<file path="src/pfx_pkg.sv">
// Shared definitions for the postfix expression evaluator.
// Holds stack sizing, symbol codes, operator codes and the divider interface types.
// Depends on nothing; every other file of the block imports it.
package pfx_pkg;

  localparam int unsigned DATA_W      = 32;
  localparam int unsigned STACK_DEPTH = 16;
  localparam int unsigned CNT_W       = $clog2(STACK_DEPTH + 1);
  localparam int unsigned PTR_W       = $clog2(STACK_DEPTH);
  localparam int unsigned DIV_STEPS   = DATA_W;
  localparam int unsigned DIV_CNT_W   = $clog2(DIV_STEPS);

  localparam logic [7:0] SYM_ZERO  = 8'h30;
  localparam logic [7:0] SYM_PLUS  = 8'h2B;
  localparam logic [7:0] SYM_MINUS = 8'h2D;
  localparam logic [7:0] SYM_TIMES = 8'h2A;
  localparam logic [7:0] SYM_SLASH = 8'h2F;

  localparam logic [DATA_W-1:0] EMPTY_VALUE = '1;

  typedef enum logic [1:0] {
    OP_ADD = 2'd0,
    OP_SUB = 2'd1,
    OP_MUL = 2'd2,
    OP_DIV = 2'd3
  } op_e;

  typedef struct packed {
    logic              start;
    logic [DATA_W-1:0] dividend;
    logic [DATA_W-1:0] divisor;
  } div_req_t;

  typedef struct packed {
    logic              done;
    logic              div_zero;
    logic [DATA_W-1:0] quotient;
  } div_rsp_t;

endpackage

</file>
<file path="src/pfx_div.sv">
// Iterative signed divider that truncates towards zero, one quotient bit per cycle.
// A zero divisor gives a zero quotient and raises div_zero in the cycle after start.
// Depends on pfx_pkg for the request and response types.
module pfx_div (
  input  logic              clk_i,
  input  logic              rst_ni,
  input  pfx_pkg::div_req_t req_i,
  output pfx_pkg::div_rsp_t rsp_o
);
  import pfx_pkg::*;

  logic                 busy_q;
  logic                 fin_q;
  logic                 done_q;
  logic [DIV_CNT_W-1:0] cnt_q;
  logic [DATA_W-1:0]    rem_q;
  logic [DATA_W-1:0]    quo_q;
  logic [DATA_W-1:0]    dvs_q;
  logic                 neg_q;
  logic                 dz_q;
  logic [DATA_W-1:0]    res_q;

  logic [DATA_W:0]      shifted;
  logic [DATA_W:0]      diff;
  logic                 ge;
  logic [DATA_W-1:0]    rem_d;
  logic [DATA_W-1:0]    quo_d;
  logic                 dvd_neg;
  logic                 dvs_neg;

  assign shifted = {rem_q, quo_q[DATA_W-1]};
  assign diff    = shifted - {1'b0, dvs_q};
  assign ge      = ~diff[DATA_W];
  assign rem_d   = ge ? diff[DATA_W-1:0] : shifted[DATA_W-1:0];
  assign quo_d   = {quo_q[DATA_W-2:0], ge};
  assign dvd_neg = req_i.dividend[DATA_W-1];
  assign dvs_neg = req_i.divisor[DATA_W-1];

  always_ff @(posedge clk_i or negedge rst_ni) begin
    if (!rst_ni) begin
      busy_q <= 1'b0;
      fin_q  <= 1'b0;
      done_q <= 1'b0;
      cnt_q  <= '0;
    end else begin
      if (req_i.start) begin
        done_q <= (req_i.divisor == '0);
        if (req_i.divisor != '0) begin
          busy_q <= 1'b1;
          cnt_q  <= '0;
        end
      end else if (busy_q) begin
        done_q <= 1'b0;
        cnt_q  <= cnt_q + DIV_CNT_W'(1);
        if (cnt_q == DIV_CNT_W'(DIV_STEPS - 1)) begin
          busy_q <= 1'b0;
          fin_q  <= 1'b1;
        end
      end else if (fin_q) begin
        fin_q  <= 1'b0;
        done_q <= 1'b1;
      end else begin
        done_q <= 1'b0;
      end
    end
  end

  always_ff @(posedge clk_i) begin
    if (req_i.start) begin
      rem_q <= '0;
      quo_q <= dvd_neg ? ('0 - req_i.dividend) : req_i.dividend;
      dvs_q <= dvs_neg ? ('0 - req_i.divisor) : req_i.divisor;
      neg_q <= dvd_neg ^ dvs_neg;
      dz_q  <= (req_i.divisor == '0);
      res_q <= '0;
    end else if (busy_q) begin
      rem_q <= rem_d;
      quo_q <= quo_d;
    end else if (fin_q) begin
      res_q <= neg_q ? ('0 - quo_q) : quo_q;
    end
  end

  assign rsp_o.done     = done_q;
  assign rsp_o.div_zero = dz_q;
  assign rsp_o.quotient = res_q;

  a_start_when_free: assert property (@(posedge clk_i) disable iff (!rst_ni)
    req_i.start |-> !busy_q && !fin_q)
    else $error("divider started while a division is in progress");

  a_busy_fin_exclusive: assert property (@(posedge clk_i) disable iff (!rst_ni)
    !(busy_q && fin_q))
    else $error("divider iterating and finishing at once");

  a_done_one_cycle: assert property (@(posedge clk_i) disable iff (!rst_ni)
    done_q |=> !done_q)
    else $error("divider done held for more than one cycle");

endmodule

</file>
<file path="src/postfix_expression_evaluator.sv">
// Top level of the postfix expression evaluator: operand stack in a synchronous memory.
// Sequences pops, arithmetic and pushes; uses pfx_pkg and the iterative divider pfx_div.
//
// Usage: symbol beats arrive on the input channel (symbol_i, last_i) under in_valid_i and
// in_stall_o. A digit byte is pushed as it is accepted. An operator pops both operands,
// computes and pushes the result (POPB, POPA, CALC, PUSH); a division waits in S_DIV
// between CALC and PUSH for the 32-step iterative divider, which a zero divisor ends
// without iterating. The next beat is taken only when the current one has finished,
// since it depends on the stack it leaves. A beat with last_i set then reads the top of
// stack from the memory in S_TOP, loads the result beat (value_o and the four flags) into
// the output register in S_EMIT, clears the stack and sticky flags, and returns to idle.
// The output register frees the input side while a result waits; only a second last beat
// waits for the receiver, while out_stall_i holds the earlier result in place.
// Reset empties the stack, clears the flags and drops any pending result; the stack memory
// itself needs no clearing.
module postfix_expression_evaluator (
  input  logic                              clk_i,
  input  logic                              rst_ni,
  input  logic                              in_valid_i,
  output logic                              in_stall_o,
  input  logic [7:0]                        symbol_i,
  input  logic                              last_i,
  output logic                              out_valid_o,
  input  logic                              out_stall_i,
  output logic signed [pfx_pkg::DATA_W-1:0] value_o,
  output logic                              underflow_o,
  output logic                              overflow_o,
  output logic                              divide_by_zero_o,
  output logic                              empty_at_end_o
);
  import pfx_pkg::*;

  typedef enum logic [7:0] {
    S_IDLE = 8'b0000_0001,
    S_POPB = 8'b0000_0010,
    S_POPA = 8'b0000_0100,
    S_CALC = 8'b0000_1000,
    S_DIV  = 8'b0001_0000,
    S_PUSH = 8'b0010_0000,
    S_TOP  = 8'b0100_0000,
    S_EMIT = 8'b1000_0000
  } state_e;

  state_e            state_q;
  logic [CNT_W-1:0]  count_q;
  logic              under_q;
  logic              over_q;
  logic              dz_q;
  logic              pop_ok_q;
  logic              out_valid_q;

  op_e               op_q;
  logic              last_q;
  logic [DATA_W-1:0] b_q;
  logic [DATA_W-1:0] res_q;
  logic [DATA_W-1:0] rd_q;
  logic [DATA_W-1:0] value_q;
  logic              underflow_q;
  logic              overflow_q;
  logic              div_zero_q;
  logic              empty_q;

  logic [DATA_W-1:0] mem [STACK_DEPTH];

  logic              in_acc;
  logic              is_op;
  op_e               op_dec;
  logic [DATA_W-1:0] operand_val;
  logic              has_room;
  logic              not_empty;
  logic [CNT_W-1:0]  cnt_m1;
  logic [DATA_W-1:0] pop_val;
  logic              out_free;
  logic              out_load;
  logic              mem_we;
  logic              mem_re;
  logic [DATA_W-1:0] mem_wd;
  div_req_t          div_req;
  div_rsp_t          div_rsp;

  assign in_acc      = in_valid_i && (state_q == S_IDLE);
  assign in_stall_o  = (state_q != S_IDLE);
  assign operand_val = {{(DATA_W - 8){1'b0}}, symbol_i} - {{(DATA_W - 8){1'b0}}, SYM_ZERO};
  assign has_room    = (count_q < CNT_W'(STACK_DEPTH));
  assign not_empty   = (count_q != '0);
  assign cnt_m1      = count_q - CNT_W'(1);
  assign pop_val     = pop_ok_q ? rd_q : EMPTY_VALUE;
  assign out_free    = !out_valid_q || !out_stall_i;
  assign out_load    = (state_q == S_EMIT) && out_free;

  always_comb begin
    is_op  = 1'b1;
    op_dec = OP_ADD;
    case (symbol_i)
      SYM_PLUS:  op_dec = OP_ADD;
      SYM_MINUS: op_dec = OP_SUB;
      SYM_TIMES: op_dec = OP_MUL;
      SYM_SLASH: op_dec = OP_DIV;
      default:   is_op  = 1'b0;
    endcase
  end

  always_comb begin
    mem_we = 1'b0;
    mem_re = 1'b0;
    mem_wd = res_q;
    case (state_q)
      S_IDLE: begin
        mem_we = in_acc && !is_op && has_room;
        mem_wd = operand_val;
      end
      S_POPB, S_POPA, S_TOP: mem_re = not_empty;
      S_PUSH:                mem_we = 1'b1;
      default: ;
    endcase
  end

  always_ff @(posedge clk_i) begin
    if (mem_we) begin
      mem[count_q[PTR_W-1:0]] <= mem_wd;
    end
    if (mem_re) begin
      rd_q <= mem[cnt_m1[PTR_W-1:0]];
    end
  end

  assign div_req.start    = (state_q == S_CALC) && (op_q == OP_DIV);
  assign div_req.dividend = pop_val;
  assign div_req.divisor  = b_q;

  pfx_div u_div (
    .clk_i  (clk_i),
    .rst_ni (rst_ni),
    .req_i  (div_req),
    .rsp_o  (div_rsp)
  );

  always_ff @(posedge clk_i or negedge rst_ni) begin
    if (!rst_ni) begin
      state_q     <= S_IDLE;
      count_q     <= '0;
      under_q     <= 1'b0;
      over_q      <= 1'b0;
      dz_q        <= 1'b0;
      pop_ok_q    <= 1'b0;
      out_valid_q <= 1'b0;
    end else begin
      if (out_load) begin
        out_valid_q <= 1'b1;
      end else if (out_valid_q && !out_stall_i) begin
        out_valid_q <= 1'b0;
      end
      case (state_q)
        S_IDLE: begin
          if (in_acc) begin
            if (is_op) begin
              state_q <= S_POPB;
            end else begin
              if (has_room) begin
                count_q <= count_q + CNT_W'(1);
              end else begin
                over_q <= 1'b1;
              end
              if (last_i) begin
                state_q <= S_TOP;
              end
            end
          end
        end
        S_POPB, S_POPA: begin
          pop_ok_q <= not_empty;
          if (not_empty) begin
            count_q <= cnt_m1;
          end else begin
            under_q <= 1'b1;
          end
          state_q <= (state_q == S_POPB) ? S_POPA : S_CALC;
        end
        S_CALC: begin
          state_q <= (op_q == OP_DIV) ? S_DIV : S_PUSH;
        end
        S_DIV: begin
          if (div_rsp.done) begin
            if (div_rsp.div_zero) begin
              dz_q <= 1'b1;
            end
            state_q <= S_PUSH;
          end
        end
        S_PUSH: begin
          count_q <= count_q + CNT_W'(1);
          state_q <= last_q ? S_TOP : S_IDLE;
        end
        S_TOP: begin
          state_q <= S_EMIT;
        end
        S_EMIT: begin
          if (out_free) begin
            count_q     <= '0;
            under_q     <= 1'b0;
            over_q      <= 1'b0;
            dz_q        <= 1'b0;
            state_q     <= S_IDLE;
          end
        end
        default: state_q <= S_IDLE;
      endcase
    end
  end

  always_ff @(posedge clk_i) begin
    if (in_acc) begin
      op_q   <= op_dec;
      last_q <= last_i;
    end
    if (state_q == S_POPA) begin
      b_q <= pop_val;
    end
    if (state_q == S_CALC) begin
      case (op_q)
        OP_ADD:  res_q <= pop_val + b_q;
        OP_SUB:  res_q <= pop_val - b_q;
        OP_MUL:  res_q <= pop_val * b_q;
        default: res_q <= res_q;
      endcase
    end
    if ((state_q == S_DIV) && div_rsp.done) begin
      res_q <= div_rsp.quotient;
    end
    if (out_load) begin
      value_q     <= not_empty ? rd_q : EMPTY_VALUE;
      underflow_q <= under_q;
      overflow_q  <= over_q;
      div_zero_q  <= dz_q;
      empty_q     <= !not_empty;
    end
  end

  assign out_valid_o      = out_valid_q;
  assign value_o          = value_q;
  assign underflow_o      = underflow_q;
  assign overflow_o       = overflow_q;
  assign divide_by_zero_o = div_zero_q;
  assign empty_at_end_o   = empty_q;

  a_count_bounded: assert property (@(posedge clk_i) disable iff (!rst_ni)
    count_q <= CNT_W'(STACK_DEPTH))
    else $error("stack count beyond depth");

  a_push_has_room: assert property (@(posedge clk_i) disable iff (!rst_ni)
    (state_q == S_PUSH) |-> has_room)
    else $error("operator result pushed onto a full stack");

  a_div_done_expected: assert property (@(posedge clk_i) disable iff (!rst_ni)
    div_rsp.done |-> (state_q == S_DIV))
    else $error("divider finished while no division was awaited");

  a_emit_clears: assert property (@(posedge clk_i) disable iff (!rst_ni)
    out_load |=> out_valid_q && (count_q == '0) && !under_q && !over_q && !dz_q)
    else $error("result beat did not clear the stack and flags");

endmodule
</file>
<file path="config.mk">
export PLATFORM = sky130hd
export DESIGN_NAME = postfix_expression_evaluator
export DESIGN_NICKNAME = d
export VERILOG_FILES = /design/src/pfx_pkg.sv /design/src/pfx_div.sv /design/src/postfix_expression_evaluator.sv
export SDC_FILE = /design/constraint.sdc
export NUM_CORES = 2
export LEC_CHECK = 0
export BUFFER_PORTS_ARGS = -buffer_cell sky130_fd_sc_hd__buf_2
export CAP_MARGIN = 20
export CORE_MARGIN = 2
export CORE_UTILIZATION = 35
export DETAILED_ROUTE_END_ITERATION = 6
export GPL_ROUTABILITY_DRIVEN = 0
export SLEW_MARGIN = 20
export SYNTH_ARGS = -nofsm -noshare
export SYNTH_HDL_FRONTEND = slang
export SYNTH_SLANG_ARGS = --single-unit
</file>
<file path="constraint.sdc">
create_clock -name clk_i -period 9.3 [get_ports clk_i]
set_input_delay 0.465 -clock clk_i [delete_from_list [all_inputs] [get_ports clk_i]]
set_output_delay 0.465 -clock clk_i [all_outputs]
set_load 0.03 [all_outputs]
</file>
* Yosys cells after proc, flatten, opt, wreduce, memory -nomap -nowiden
Memory sizes are Yosys's and may differ from the RTL's. A register that Yosys moved wholly into a read port is not among the register bits.
Index checks and enable logic that the tools add are counted.
W data, S select, Z words.
** Operators by class
- Magnitude comparators :: 1
- Reductions and logical operators :: 36
- Muxes and demuxes :: 56
- Bitwise operators :: 4
- Equality and inequality tests :: 29
- $add $sub $neg :: 10
- $mul :: 1
** Operator list (number)
- $mux W32 :: 9
- $pmux W32 S3 :: 1
- $sub A1 B32 Y32 const A :: 3
- $pmux W8 S7 :: 1
- $eq A8 B6 Y1 const B :: 5
- $mux W5 :: 8
- $mux W8 :: 5
- $sub A33 B32 Y33 :: 1
- $add A32 B32 Y32 :: 1
- $logic_not A32 Y1 :: 1
- $mul A32 B32 Y32 :: 1
- $reduce_bool A32 Y1 :: 1
- $sub A32 B32 Y32 :: 1
- $mux W31 :: 1
- $mux W1 :: 22
- $pmux W5 S4 :: 1
- $ne A2 B2 Y1 const B :: 8
- $reduce_bool A2 Y1 :: 6
- $add A5 B1 Y5 const B :: 2
- $sub A8 B6 Y9 const B :: 1
- $eq A8 B1 Y1 const B :: 1
- $eq A8 B2 Y1 const B :: 1
- $eq A8 B3 Y1 const B :: 1
- $eq A8 B4 Y1 const B :: 1
- other kinds (32) :: 54
** Word-level totals
- Register bits after elaboration :: 259
- Memory bits (writable) :: 512
- Bits of input ports :: 13
- Output and inout port bits :: 38
- Memories :: 1
- Logic and storage cells :: 165
** Memories
- mem :: words 16, width 32, read ports 1, clocked after Yosys merged registers in 1, write ports 1, RTL line postfix_expression_evaluator.sv:63 : logic [DATA_W-1:0] mem [STACK_DEPTH];

* Longest topological paths before layout
- Depth after elaboration :: 9
- Depth in mapped cells :: 30
- Depth with buffers taken out :: 28

* Hierarchy
Synthesis repeated with hierarchy kept, for this count alone.
** Unflattened totals
- Cells, all modules :: 4300
- Area, all modules :: 52706.8 µm²
** Modules (own cells, without submodules)
- postfix_expression_evaluator :: times used 1, cells each 3329, area each 43879.6 µm², seq. area each 19880.3 µm²
- pfx_div :: times used 1, cells each 971, area each 8827.2 µm², seq. area each 3463.3 µm²

* Worst setup path before layout
OpenSTA, ideal clock, no wires.
- Path type :: reg2reg
- Start point :: register pop_ok_q
- End point :: register res_q[29], data pin
- Data required time :: 9.045 ns
- Setup slack :: 2.040 ns
- Cell stages (with the launch flop) :: 26
- Library setup time :: 0.255 ns
- Path buffers :: 3
- Clock period less this slack :: 7.260 ns
- Arrival :: 7.006 ns
- Path through :: dfrtp_1 clkbuf_1 nand2b_1 clkbuf_1 clkbuf_1 and2_1 fa_1 fa_1 fa_1 inv_1 fa_1 inv_1 fa_1 fa_1 fa_1 fa_1 ha_1 a21oi_1 o21ai_0 or3_1 o211ai_1 a21oi_1 xnor2_1 o21ai_0 a21oi_1 nor2_1
** RTL lines
- start, declared :: RTL line postfix_expression_evaluator.sv:49 : logic pop_ok_q;
- start signal, assigned :: RTL line postfix_expression_evaluator.sv:171 : pop_ok_q <= not_empty;
- end signal, assigned :: RTL line postfix_expression_evaluator.sv:221 : OP_ADD: res_q <= pop_val + b_q;
- end signal, assigned :: RTL line postfix_expression_evaluator.sv:222 : OP_SUB: res_q <= pop_val - b_q;
- end signal, assigned :: RTL line postfix_expression_evaluator.sv:223 : OP_MUL: res_q <= pop_val * b_q;
- end, declared :: RTL line postfix_expression_evaluator.sv:55 : logic [DATA_W-1:0] res_q;

* Worst setup path in the final report
- Start point :: register pop_ok_q
- End point :: register res_q[28], data pin
** Between the ends
- Cells in the longest elaborated chain, start to end :: 5
- Elaborated cells on any way between the ends :: 7
- Classes of those cells :: 2 x add/sub; 1 x mul; 4 x mux
** RTL lines
- $mux W32 * :: RTL line postfix_expression_evaluator.sv:87 : assign pop_val = pop_ok_q ? rd_q : EMPTY_VALUE;
- $mul A32 B32 Y32 (tied with other cells) :: RTL line postfix_expression_evaluator.sv:223
- $pmux W32 S3 * :: RTL line postfix_expression_evaluator.sv:220 : case (op_q)
- $mux W32 * :: RTL line postfix_expression_evaluator.sv:219 : if (state_q == S_CALC) begin
- $mux W32 * :: RTL line postfix_expression_evaluator.sv:227 : if ((state_q == S_DIV) && div_rsp.done) begin
- end signal, assigned :: RTL line postfix_expression_evaluator.sv:221
- end signal, assigned :: RTL line postfix_expression_evaluator.sv:223
- end signal, assigned :: RTL line postfix_expression_evaluator.sv:224 : default: res_q <= res_q;
Every way passes the cells marked *; elsewhere a longest branch is shown, timed or not. The select of a mux whose other input is x is not followed.
A chain may end at the register's enable or synchronous reset.

==> key figures <==
Outcome
  • Status: finished clean

Setup path
  • CP Launch Type: register
  • WS Path Type: reg2reg
  • Crit-path max FO: 17
  • Critical Path AT: 9.04 ns
  • Critical Path RT: 9.71 ns
  • Crit end category: register

STA
  • Setup TNS: 0 ns
  • Clock skew: 0.0533 ns
  • Fin. Hold Viols: 0
  • Fmax: 0.116 GHz
  • Final setup fails: 0
  • Max Transition Viols Final: 0
  • Rel. slew slack: 25.1%
  • Final worst path period need: 8.63 ns
  • Tcrit/Tclk final: 92.7%
  • Worst slew pin tran: 1.12 ns
  • RSZ-0062 raised after global routing: no

Global route
  • Vias in the first global route: 34400
  • First-pass GRT wire length: 216 mm
  • Initial antenna violation count: 5
  • Total global-route track usage: 18.7%
  • GRT overflow: 0
  • Largest net degree at the start of global routing: 103

Finish
  • Area of the multi-input gates: 0.0265 mm^2
  • Layout net count: 4905
  • Post-route cell area: 0.0578 mm^2
  • Most frequent cells in the layout: 713 x edfxtp_1, 454 x inv_1, 410 x fa_1, 392 x nand2_1, 313 x and2_1
  • Filler Cells Inserted: 14000
  • Most common cell after layout, fill and taps aside: edfxtp_1
  • Share of layout cells above drive strength 1: 12.2%
  • Layout area overhead: 10.5%
  • Register area: 0.0233 mm^2
  • Fin util: 39.0%

Yosys
  • Syn. warnings: 0
  • Average cell area after synthesis: 12.2 um^2
  • Area leader, netlist: edfxtp_1
  • Post-synthesis adder-cell area fraction: 20.4%
  • Top cells by area, synth: edfxtp_1 41%, fa_1 16%, mux4_2 6.9%
  • Post-synthesis mux area share: 7.59%
  • XOR/XNOR share of the synthesized area: 4.39%
  • Async set-reset flop share out of synthesis: 3.24%
  • Post-synth top flop: edfxtp_1
  • Syn_nets: 4905
  • Number of flops mapped to enable cells by yosys: 713
  • Top cell type's share of synthesized area: 40.9%
  • Post-Synthesis Cells: 4284
  • Sequential fraction of the synthesis area: 44.6%
  • Simple-gate portion of the synthesized area: 11.4%
  • Register bit total from synthesis: 803
  • Largest family of logic cells by synthesized area: adder cells
  • Cell Area, Synth: 0.0523 mm^2
  • Compound-gate portion of the synthesized area: 6.50%
  • Unique cell type count in the Yosys netlist: 86

CTS
  • Root buffer cell: clkbuf_16
  • # H-tree levels: 3
  • Clock buffer depth: 3
  • Post-CTS sizing: 0
  • CTS clock-pin slew for the worst setup and hold paths: 0.06 ns
  • TritonCTS Sinks: 803
  • CTS buffer count: 82
  • CTS tree: done
  • Clock latency at the later pin of the worst-skew pair: 0.69 ns

Drt
  • DR vias: 32900
  • Routed WL: 141 mm
  • DRC Markers: 0
  • First DRT Iteration DRCs: 2261
  • Per-cell routed wire length: 22.5 um
  • Vias/cell: 5.24
  • Final antenna-violating net count: 0
  • Initial DRT Pass Iterations: 6

Die
  • Die Y: 391 um
  • Initial Util: 35.3%
  • Placeable Area: 0.148 mm^2
  • Io pins: 51
  • DIE AREA: 0.153 mm^2
  • Chip width: 391 um
  • Num rows: 141

Placement
  • HPWL Detailed: 97.9 mm
  • Number of buffers added on ports: 50
  • DP Area: 0.0550 mm^2

Hold path
  • Worst hold path type: in2reg

Run
  • Max Cap Viol: 0
## routing by layer
metal  routed length (um)  GRT usage [%]  up-vias  part of all wire [%]
met5                   27              0        -                 0.019
met4                 3950           5.76        4                   2.8
met3                 7660           2.43      207                   5.4
met2                70700           32.2      994                    50
met1                59100           24.5    17000                    42
li1                     -              -    14700                     -
## per-stage QoR
step                      hold WS [ns]  cells  setup slack (ns)
after floorplan                  0.169   4284              2.04
after global placement           0.451   6128             0.849
after detailed placement         0.451   6128             0.837
after CTS                       0.0340   6279             0.752
after global routing            0.0663   6280             0.277
final                           0.0868   6282             0.674
## worst max-delay path, cell delays in order, from the launching register on
cell      delay [ns]
dfrtp_1         0.81
buf_4           0.37
nand2b_1        0.43
and2_1          0.36
fa_1            0.53
inv_1           0.05
fa_1            0.51
fa_1            0.45
fa_1            0.54
inv_1           0.05
fa_1            0.48
fa_1            0.58
fa_1            0.44
fa_1            0.46
ha_1            0.35
a21o_1          0.18
a21oi_1         0.27
nor2_1          0.08
o31ai_1         0.30
o211ai_1        0.27
a31oi_1         0.27
xor2_1          0.24
o21ai_0         0.12
a21oi_1         0.16
nor2_1          0.06
## area by class of cell
class,count,share of cell area (%)
Multi-Input combinational cell,2782,45.8
Sequential cell,803,40.4
Clock buffer,104,3.73
Antenna cell,2,0.00866
Timing Repair Buffer,160,1.91
Inverter,455,2.96
Tap cell,1930,4.18
Clock inverter,46,1.04
## repair_timing
item / 4_1_cts / 5_1_grt
setup buffers: 0 / 0
hold endpoints to repair: 25 / 0
hold buffers: 1 / 0
## path summary, 6_finish.rpt
path                                           start                        to  slack [ns]  cells past startpoint
worst min-delay path                     out_stall_i    state_q[7]$_DFFE_PN0P_        0.09                      3
worst max-delay path            pop_ok_q$_DFFE_PN0P_       res_q[28]$_DFFE_PP_        0.67                     24
min in group asynchronous                     rst_ni  u_div.busy_q$_DFFE_PN0P_        0.39                      2
worst min register to register   under_q$_DFFE_PN0P_     underflow_o$_DFFE_PP_        0.46                      0
worst max register to register  pop_ok_q$_DFFE_PN0P_       res_q[28]$_DFFE_PP_        0.67                     24
max in group asynchronous                     rst_ni    count_q[0]$_DFFE_PN0P_        8.37                      2
## synthesized netlist by cell type, drive strengths merged (4+ instances only)
| master | n |
|---|---|
| o211ai | 9 |
| xnor2 | 157 |
| a211oi | 47 |
| o21ai | 160 |
| nor4 | 16 |
| or2 | 42 |
| dfrtp | 25 |
| mux2i | 33 |
| or4 | 12 |
| clkbuf | 219 |
| nand4b | 11 |
| o21a | 15 |
| nand2b | 46 |
| nor3b | 11 |
| mux4 | 160 |
| a21oi | 142 |
| nor2 | 175 |
| a311oi | 6 |
| o31ai | 23 |
| and3 | 14 |
| a21boi | 6 |
| edfxtp | 713 |
| o311ai | 4 |
| buf | 25 |
| nand2 | 392 |
| o31a | 8 |
| o21bai | 13 |
| fa | 410 |
| a21o | 52 |
| and2 | 329 |
| nor2b | 21 |
| o41ai | 5 |
| xor2 | 102 |
| ha | 198 |
| o22ai | 4 |
| nand4 | 13 |
| a31oi | 12 |
| or3 | 25 |
| nand3 | 25 |
| inv | 455 |
| nor3 | 35 |
| dfxtp | 64 |
## sequential cells by signal, indices dropped and copies added (netlist names), 2 cells and up
| signal | cells |
|---|---|
| u_div.res_q | 32 |
| rd_q | 32 |
| op_q | 2 |
| u_div.dvs_q | 32 |
| u_div.rem_q | 32 |
| count_q | 5 |
| u_div.quo_q | 32 |
| mem | 512 |
| res_q | 32 |
| state_q | 8 |
| value_o | 32 |
| b_q | 32 |
| u_div.cnt_q | 5 |
## cell families after synthesis
group	Yosys count
AOI/OAI and AO/OA	541
muxes	196
xor gates and xnor gates	260
buffers and inverters	699
and+or+nand+nor	1177
adders and majority gates	608
DFF	803
Power is not shown: default switching activity piles up to over one toggle a cycle in this logic, so the estimate is an artifact.
